### src/rtl/ieel_pkg.sv
// Package for the indexed insert/erase list.
// Holds opcodes, status codes, field widths and the cell control struct.
// No dependencies.
package ieel_pkg;

  localparam int CAPACITY_DEF = 64;

  localparam int OPCODE_W = 3;
  localparam int VALUE_W  = 64;
  localparam int STATUS_W = 2;

  localparam logic [OPCODE_W-1:0] OP_APPEND = 3'd0;
  localparam logic [OPCODE_W-1:0] OP_REMOVE = 3'd1;
  localparam logic [OPCODE_W-1:0] OP_READ   = 3'd2;
  localparam logic [OPCODE_W-1:0] OP_WRITE  = 3'd3;
  localparam logic [OPCODE_W-1:0] OP_INSERT = 3'd4;
  localparam logic [OPCODE_W-1:0] OP_ERASE  = 3'd5;
  localparam logic [OPCODE_W-1:0] OP_CLEAR  = 3'd6;

  localparam logic [STATUS_W-1:0] ST_OK    = 2'd0;
  localparam logic [STATUS_W-1:0] ST_RANGE = 2'd1;
  localparam logic [STATUS_W-1:0] ST_FULL  = 2'd2;
  localparam logic [STATUS_W-1:0] ST_EMPTY = 2'd3;

  typedef struct packed {
    logic wr;   // overwrite the entry at the position
    logic ins;  // shift up from the position, load value there
    logic ers;  // shift down from the position
  } cell_ctrl_t;

endpackage

### src/rtl/ieel_cell.sv
// One storage cell of the list: holds one entry and shifts with its neighbors.
// Depends on ieel_pkg.
module ieel_cell
  import ieel_pkg::*;
#(
  parameter int CAPACITY = CAPACITY_DEF,
  parameter int INDEX    = 0,
  localparam int PW      = $clog2(CAPACITY)
) (
  input  logic               clk,
  input  cell_ctrl_t         ctrl,
  input  logic [PW-1:0]      pos,
  input  logic [VALUE_W-1:0] value,
  input  logic [VALUE_W-1:0] left_in,
  input  logic [VALUE_W-1:0] right_in,
  output logic [VALUE_W-1:0] entry,
  output logic [VALUE_W-1:0] rd_tap
);

  localparam logic [PW-1:0] IDX = PW'(INDEX);

  logic [VALUE_W-1:0] entry_r;
  logic [VALUE_W-1:0] entry_nxt;
  logic               at_pos;
  logic               above_pos;

  assign at_pos    = (pos == IDX);
  assign above_pos = (IDX > pos);

  always_comb begin
    entry_nxt = entry_r;
    if (ctrl.ins) begin
      if (at_pos) entry_nxt = value;
      else if (above_pos) entry_nxt = left_in;
    end else if (ctrl.ers) begin
      if (at_pos || above_pos) entry_nxt = right_in;
    end else if (ctrl.wr) begin
      if (at_pos) entry_nxt = value;
    end
  end

  always_ff @(posedge clk) begin
    entry_r <= entry_nxt;
  end

  assign entry  = entry_r;
  assign rd_tap = at_pos ? entry_r : '0;

endmodule

### config.mk
export PLATFORM = sky130hd
export DESIGN_NAME = ieel_cell
export DESIGN_NICKNAME = d
export VERILOG_FILES = /design/src/rtl/ieel_pkg.sv /design/src/rtl/ieel_cell.sv
export SDC_FILE = /design/constraint.sdc
export NUM_CORES = 1
export LEC_CHECK = 0
export BUFFER_PORTS_ARGS = -buffer_cell sky130_fd_sc_hd__buf_2
export CORE_MARGIN = 5
export CORE_UTILIZATION = 31
export CTS_CLUSTER_SIZE = 20
export DETAILED_ROUTE_END_ITERATION = 6
export HOLD_SLACK_MARGIN = 0.02
export MAX_ROUTING_LAYER = met4
export PLACE_DENSITY = 0.68
export SLEW_MARGIN = 40
export SYNTH_ARGS = -nofsm -noshare
export SYNTH_HDL_FRONTEND = slang
export SYNTH_SLANG_ARGS = --single-unit
### constraint.sdc
create_clock -name clk -period 9.5 [get_ports clk]
set_clock_uncertainty 0.15 [all_clocks]
set_input_delay 0.95 -clock clk [delete_from_list [all_inputs] [get_ports clk]]
set_output_delay 0.95 -clock clk [all_outputs]
set_load 0.02 [all_outputs]
# --- Word level (Yosys, flattened, before mapping) ---
# Cells that the tools add are included.
totals:
  inputBits: 202
  reg_bits: 64
classes:
  n_eq_ne: 2
  reduce_logical: 5
  mux: 8
  order_cmp: 1
op_table:
  columns: ["op", "count"]
  rows:
  - ["$mux 64", 8]
  - ["$gt 1x6->1 const A", 1]
  - ["$logic_not 6->1", 1]
  - ["$ne 3x1->1 const B", 2]
  - ["$reduce_bool 3->1", 2]
  - ["$reduce_and 4->1", 1]
  - ["$logic_or 1x1->1", 1]

# --- Longest topological paths before layout ---
# Gate-level depths: netlist of run 1.
logic_depth:
  word_depth: 5
  depth_mapped: 5
  depth_no_buf: 3

# --- Worst setup path before layout of run 1 ---
# No wires, ideal clock.
synth_timing:
  kind: "input to register"
  startpoint: "input port pos[1]"
  endpoint: "register entry_r[0], in the netlist entry[0], enable pin"
  slack_ps: 2735
  t_required_ps: 8785
  setup_time_ps: 565
  t_arrival_ps: 6051
  path_stages: 3
  cell_sequence: "or4_4 > clkbuf_2 > nor3_1"
synth_via:
  elab_chain_cells: 4
synth_rtl:
  columns: ["element", "line_no", "rtl"]
  rows:
  - ["start: declaration", "ieel_cell.sv:12", "input logic [PW-1:0] pos,"]
  - ["$gt 1x6->1 / $logic_not 6->1 (equally long branches)", "ieel_cell.sv:28, ieel_cell.sv:27", null]
  - ["$logic_or 1x1->1", "ieel_cell.sv:36", "if (at_pos || above_pos) entry_nxt = right_in;"]
  - ["$ne 3x1->1 (no source line)", null, null]
  - ["$reduce_and 4->1 (no source line) *", null, null]
  - ["end signal: assignment", "ieel_cell.sv:43", "entry_r <= entry_nxt;"]
  - ["end: declaration", "ieel_cell.sv:22", "logic [VALUE_W-1:0] entry_r;"]
# Mark *: on every way between the ends. The rest lies on a longest branch, timed or not.
# A chain may end at the register's enable or synchronous reset.

# --- Worst setup path in the final report of run 1 ---
layout_timing:
  startpoint: "input port pos[1]"
  endpoint: "output port rd_tap[2]"
layout_via:
  elab_chain_cells: 2
layout_rtl:
  columns: ["element", "line_no", "rtl"]
  rows:
  - ["$logic_not 6->1", "ieel_cell.sv:27", "assign at_pos = (pos == IDX);"]
  - ["$mux 64", "ieel_cell.sv:47", "assign rd_tap = at_pos ? entry_r : '0;"]
  - ["end: declaration", "ieel_cell.sv:17", "output logic [VALUE_W-1:0] rd_tap"]
# Every way passes these cells.

==> summary.txt, run 1 <==
Run status
  • Run status: finished, final reports clean

Floorplanning
  • Rows: 44
  • Die width: 132 um
  • I/O pin count: 330
  • Die height: 132 um
  • Core Area: 14600 sq um
  • Initial Util: 0.317
  • Die area: 17400 sq um

Timing
  • Max Slew Vio Count: 0
  • Max_slew headroom: 0.472
  • Worst Tran Pin Value: 0.792 ns
  • Final-report hold violation count: 0
  • Final worst-path cycle share: 0.423
  • Final setup violation count: 0
  • Fmax: 249 MHz
  • Setup_tns: 0 ns
  • RSZ-0062 raised after global routing: no
  • Minimum clock period: 4.02 ns

Pwr
  • Cell area power density: 119 nW/um^2
  • P_leak: 2.97 nW
  • Reg power frac: 0.412
  • Combinational cell fraction of total power: 0.181
  • Max IR drop VDD: 73.9 uV
  • Net Sw Power: 194 uW
  • Internal power: 581 uW
  • Switching fraction of total power: 0.251
  • Clock power frac: 0.407

Placement
  • PortBufs: 329
  • Placer congestion estimate: 0.847
  • Placed insts: 977
  • Final HPWL DP: 13000 um

Setup path
  • Worst Path Buf+Inv: 4
  • Setup CP Type: in2out
  • Slowest cell on crit path: buf_4
  • Critical path cell sequence: buf_2, nor4_2, buf_4, buf_4, and3_1, buf_2
  • Delay-heaviest family, CP: buffers and inverters
  • Crit-path max FO: 71
  • CP Launch Type: primary input
  • Critical Path Sink Type: primary output
  • Req. time, crit path: 8.40 ns
  • Max incr delay on CP: 0.64 ns
  • Worst Path Arrival: 2.92 ns

Global routing
  • GR Util All Layers: 0.196
  • First-pass GRT wire length: 27300 um
  • Largest net degree at the start of global routing: 75
  • Number of global-route vias before repair: 5200
  • Initial antenna violation count: 0
  • Grt ovf: 0

Logic synthesis
  • #FFs+latches synth: 64
  • Yosys cell types: 21
  • Yosys Warn Count: 0
  • Mapped Area: 4620 sq um
  • Syn Nets: 727
  • Cells after Synth: 525
  • Register area share after synthesis: 0.416
  • Synthesized area per cell: 8.80 sq um

Layout
  • Register area: 1920 sq um
  • Synthesis-to-layout area growth: 41.5%
  • Largest register FFs: 64
  • Layout fillers: 1490
  • Final net count: 1006
  • Finished Layout Cells: 993
  • Area of the multi-input gates: 2390 sq um
  • Layout cell share with drive strength beyond 1: 0.440
  • Antenna diodes: 0

Clocking
  • Clk Tree Root Cell: clkbuf_16
  • # H-tree levels: 3
  • CTS Sinks: 64
  • TritonCTS Buffers: 9
  • Clock slew at reported path FFs: 0.05 ns
  • Clock Path Buffers: 2
  • CTS Hold Bufs: 0
  • Postcts setup bufs: 0
  • CTS resizes: 0
  • CTS tree: done

Detailed routing
  • Vias/cell: 5.41
  • Pre-antenna DRT Iters: 4
  • WL/cell: 18.1 um
  • Vias: 5376
  • Initial DRC count: 264
  • DRC: 0
  • Post-route ant nets: 0
  • Final wirelength: 18000 um

Hold path
  • Worst Hold Class: in2reg

Flow run
  • Max-cap violations: 0
-- synthesized netlist by cell type --
library cell	n	area share
a211oi_1	63	0.10
or3b_2	1	0.0019
o21ai_1	50	0.054
o211a_1	1	0.0022
nor4_1	1	0.0014
o21ai_0	14	0.015
nor3_1	2	0.0022
edfxtp_1	64	0.42
or2_1	1	0.0014
nor2_1	2	0.0016
a31oi_1	64	0.087
buf_6	6	0.015
or4_4	1	0.0024
buf_2	10	0.011
clkbuf_2	1	0.0011
clkbuf_1	42	0.034
buf_1	9	0.0073
buf_4	2	0.0032
nor2b_1	64	0.087
and3_1	64	0.087
nand3_1	63	0.068
-- cells by family after synthesis --
family / synth area share
simple gates: 0.252
compound gates: 0.260
buf+inv: 0.0712
flops: 0.416
-- power groups by stage --
stage	logic [mW]	registers (mW)	clock network, mW
2_1_floorplan	0.0747	0.329	0
3_3_place_gp	0.138	0.325	0
3_5_place_dp	0.141	0.325	0
4_1_cts	0.141	0.320	0.326
5_1_grt	0.155	0.320	0.339
6_report	0.140	0.320	0.315
-- cell usage in the layout, fill, tap and decap left out, drive strengths merged, types with 2 or more instances in the layout --
master,Yosys,final
buf,27,338
a31oi,64,64
nor2b,64,64
and3,64,64
edfxtp,64,64
o21ai,64,64
nand3,63,63
a211oi,63,63
clkbuf,43,11
clkinv,0,4
nor2,2,2
nor3,2,2
-- stage by stage --
step	hold WS [ns]	power (mW)	utilization	worst slack (ns)	cell area [sq um]
3_5_place_dp	1.13	0.466	0.429	5.51	6260
3_3_place_gp	1.13	0.464	0.429	5.51	6260
4_1_cts	0.791	0.786	0.448	5.50	6540
2_1_floorplan	1.03	0.403	-	2.73	4620
5_1_grt	0.798	0.814	0.448	5.33	6540
6_report	0.806	0.775	0.448	5.48	6540
-- path summary, 6_finish.rpt --
kind,depth (start not counted),slack [ns],start,end
max,6,5.48,pos[1],rd_tap[2]
min,2,0.81,value[62],entry[62]
-- layout make-up --
class | instances | area share
multi-input cells | 391 | 0.365
clock inverters | 5 | 0.00727
flip-flops and latches | 64 | 0.294
well taps | 184 | 0.0352
clock buffers | 11 | 0.0356
repair buffers | 338 | 0.263
-- metal layers --
metal | vias up | global-route usage | share of wire | wire, um
met3 | 24 | 0.0420 | 0.077 | 1390
li1 | 2593 | - | - | -
met5 | - | - | 0 | 0
met4 | 0 | 0.0583 | 0.017 | 314
met1 | 2509 | 0.234 | 0.41 | 7400
met2 | 250 | 0.330 | 0.49 | 8850
No activity file was read; power rests on OpenSTA's default activity.
==> run 2: changes to the inputs <==
==> constraint.sdc (replaced) <==
create_clock -name clk -period 4.1 [get_ports clk]
set_clock_uncertainty 0.15 [all_clocks]
set_input_delay 0.41 -clock clk [delete_from_list [all_inputs] [get_ports clk]]
set_output_delay 0.41 -clock clk [all_outputs]
set_load 0.02 [all_outputs]
==> summary.txt, run 2 (synthesized netlist as in run 1, its figures left out) <==
Run status
  • Run status: finished, final reports clean

Layout
  • Post-route design area: 6580 sq um (+0.55%)
  • Commonest non-fill, non-tap cells in the layout: 327 x buf_2, 64 x a31oi_1, 64 x nor2b_1, 64 x and3_1, 64 x edfxtp_1
  • Antenna diodes: 0 (unchanged)
  • Layout cell share with drive strength beyond 1: 0.441 (+0.00109)
  • Commonest non-fill, non-tap cell in the layout: buf_2
  • Synthesis-to-layout area growth: 42.3%
  • Largest register FFs: 64 (unchanged)
  • Final net count: 1004 (-0.20%)

Global routing
  • Largest net degree at the start of global routing: 129 (+72%)
  • Grt ovf: 0 (unchanged)
  • Number of global-route vias before repair: 5158 (-0.81%)
  • GR Util All Layers: 0.207 (+0.0111)
  • First-pass GRT wire length: 28500 um (+4.5%)
  • Initial antenna violation count: 0 (unchanged)

Setup path
  • Max incr delay on CP: 0.44 ns (-0.20 ns)
  • Crit. path cell count: 5 (-1)
  • Worst Path Buf+Inv: 3 (-1)
  • Critical Path Sink Type: primary output
  • Cell mode on critical path: buf_2
  • Crit-path max FO: 128 (+80%)
  • Critical path cell sequence: buf_2, nor4_2, buf_12, and3_1, buf_2
  • Req. time, crit path: 3.54 ns (-4.86 ns)
  • Setup CP Type: in2out
  • Worst Path Arrival: 1.86 ns (-1.06 ns)
  • Slowest cell on crit path: buf_12
  • CP Launch Type: primary input
  • Delay-heaviest family, CP: buffers and inverters

Pwr
  • Cell area power density: 276 nW/um^2 (+130%)
  • P_leak: 2.96 nW (about the same)
  • Max IR drop VDD: 170 uV (+130%)

Clocking
  • CTS Hold Bufs: 0 (unchanged)
  • Clock Path Buffers: 2 (unchanged)
  • Clk Tree Root Cell: clkbuf_16
  • CTS tree: done
  • CTS Sinks: 64 (unchanged)
  • CTS resizes: 0 (unchanged)
  • Postcts setup bufs: 0 (unchanged)
  • TritonCTS Buffers: 9 (unchanged)
  • Clock slew at reported path FFs: 0.05 ns (about the same)
  • # H-tree levels: 3 (unchanged)

Timing
  • Fmax: 412 MHz
  • Final-report hold violation count: 0 (unchanged)
  • Max Slew Vio Count: 0 (unchanged)
  • Final worst-path cycle share: 0.591
  • Final setup violation count: 0 (unchanged)
  • Worst Tran Pin Value: 0.800 ns (+0.00769 ns)
  • Max_slew headroom: 0.467 (-0.00513)
  • RSZ-0062 raised after global routing: no
  • Setup_tns: 0 ns (unchanged)
  • Minimum clock period: 2.42 ns
  • PnR worst setup slack: 1.68 ns (-3.80 ns)

Floorplanning
  • Die width: 132 um (unchanged)
  • Die area: 17400 sq um (unchanged)
  • Core Area: 14600 sq um (unchanged)
  • Initial Util: 0.317 (unchanged)
  • I/O pin count: 330 (unchanged)
  • Die height: 132 um (unchanged)
  • Rows: 44 (unchanged)

Detailed routing
  • Pre-antenna DRT Iters: 4 (unchanged)
  • Vias/cell: 5.40 (-0.28%)
  • Final wirelength: 18400 um (+2.6%)
  • Initial DRC count: 254 (-3.8%)
  • Vias: 5350 (-0.48%)
  • DRC: 0 (unchanged)
  • Post-route ant nets: 0 (unchanged)
  • WL/cell: 18.6 um (+2.8%)

Placement
  • Placed Area: 6290 sq um (+0.46%)
  • Placer congestion estimate: 0.851 (+0.42%)
  • Final HPWL DP: 13000 um (about the same)
  • Place WS: 1.39 ns (-4.12 ns)
  • PortBufs: 329 (unchanged)

Flow run
  • Max-cap violations: 0 (unchanged)

Hold path
  • Worst Hold Class: in2reg
  • Hold Path Depth: 2 (unchanged)
run 2: final cells by class:
cell class,count,area (sq um)
timing repair buffer,336,1740
sequential,64,1920
tap,184,230
clock buffer,9,225
fill,1493,8010
clock inverter,7,62.6
multi-input combinational,391,2390
run 2: worst paths after layout:
path / startpoint / endpoint / slack (ns)
setup / recovery: pos[1] / rd_tap[22] / 1.68
hold / removal: value[62] / entry[62] / 0.28
run 2: through the flow:
step	util	cells	hold slack, ns	total power, mW
3_5_place_dp	0.431	975	0.593	1.08
4_1_cts	0.451	991	0.253	1.84
6_report	0.451	991	0.280	1.81
2_1_floorplan	-	525	0.492	0.935
5_1_grt	0.451	991	0.266	1.91
3_3_place_gp	0.431	975	0.601	1.08
run 2: layer usage:
layer / global-route usage / wire length [um]
met2: 0.339 / 9130
met5: - / 0
met4: 0.0577 / 296
met1: 0.259 / 7620
met3: 0.0408 / 1370
run 2: where the power goes:
group          internal [mW]  switching [mW]  leakage [nW]
registers              0.736         0.00411         0.588
logic                  0.146           0.183          2.24
clock network          0.464           0.280         0.136
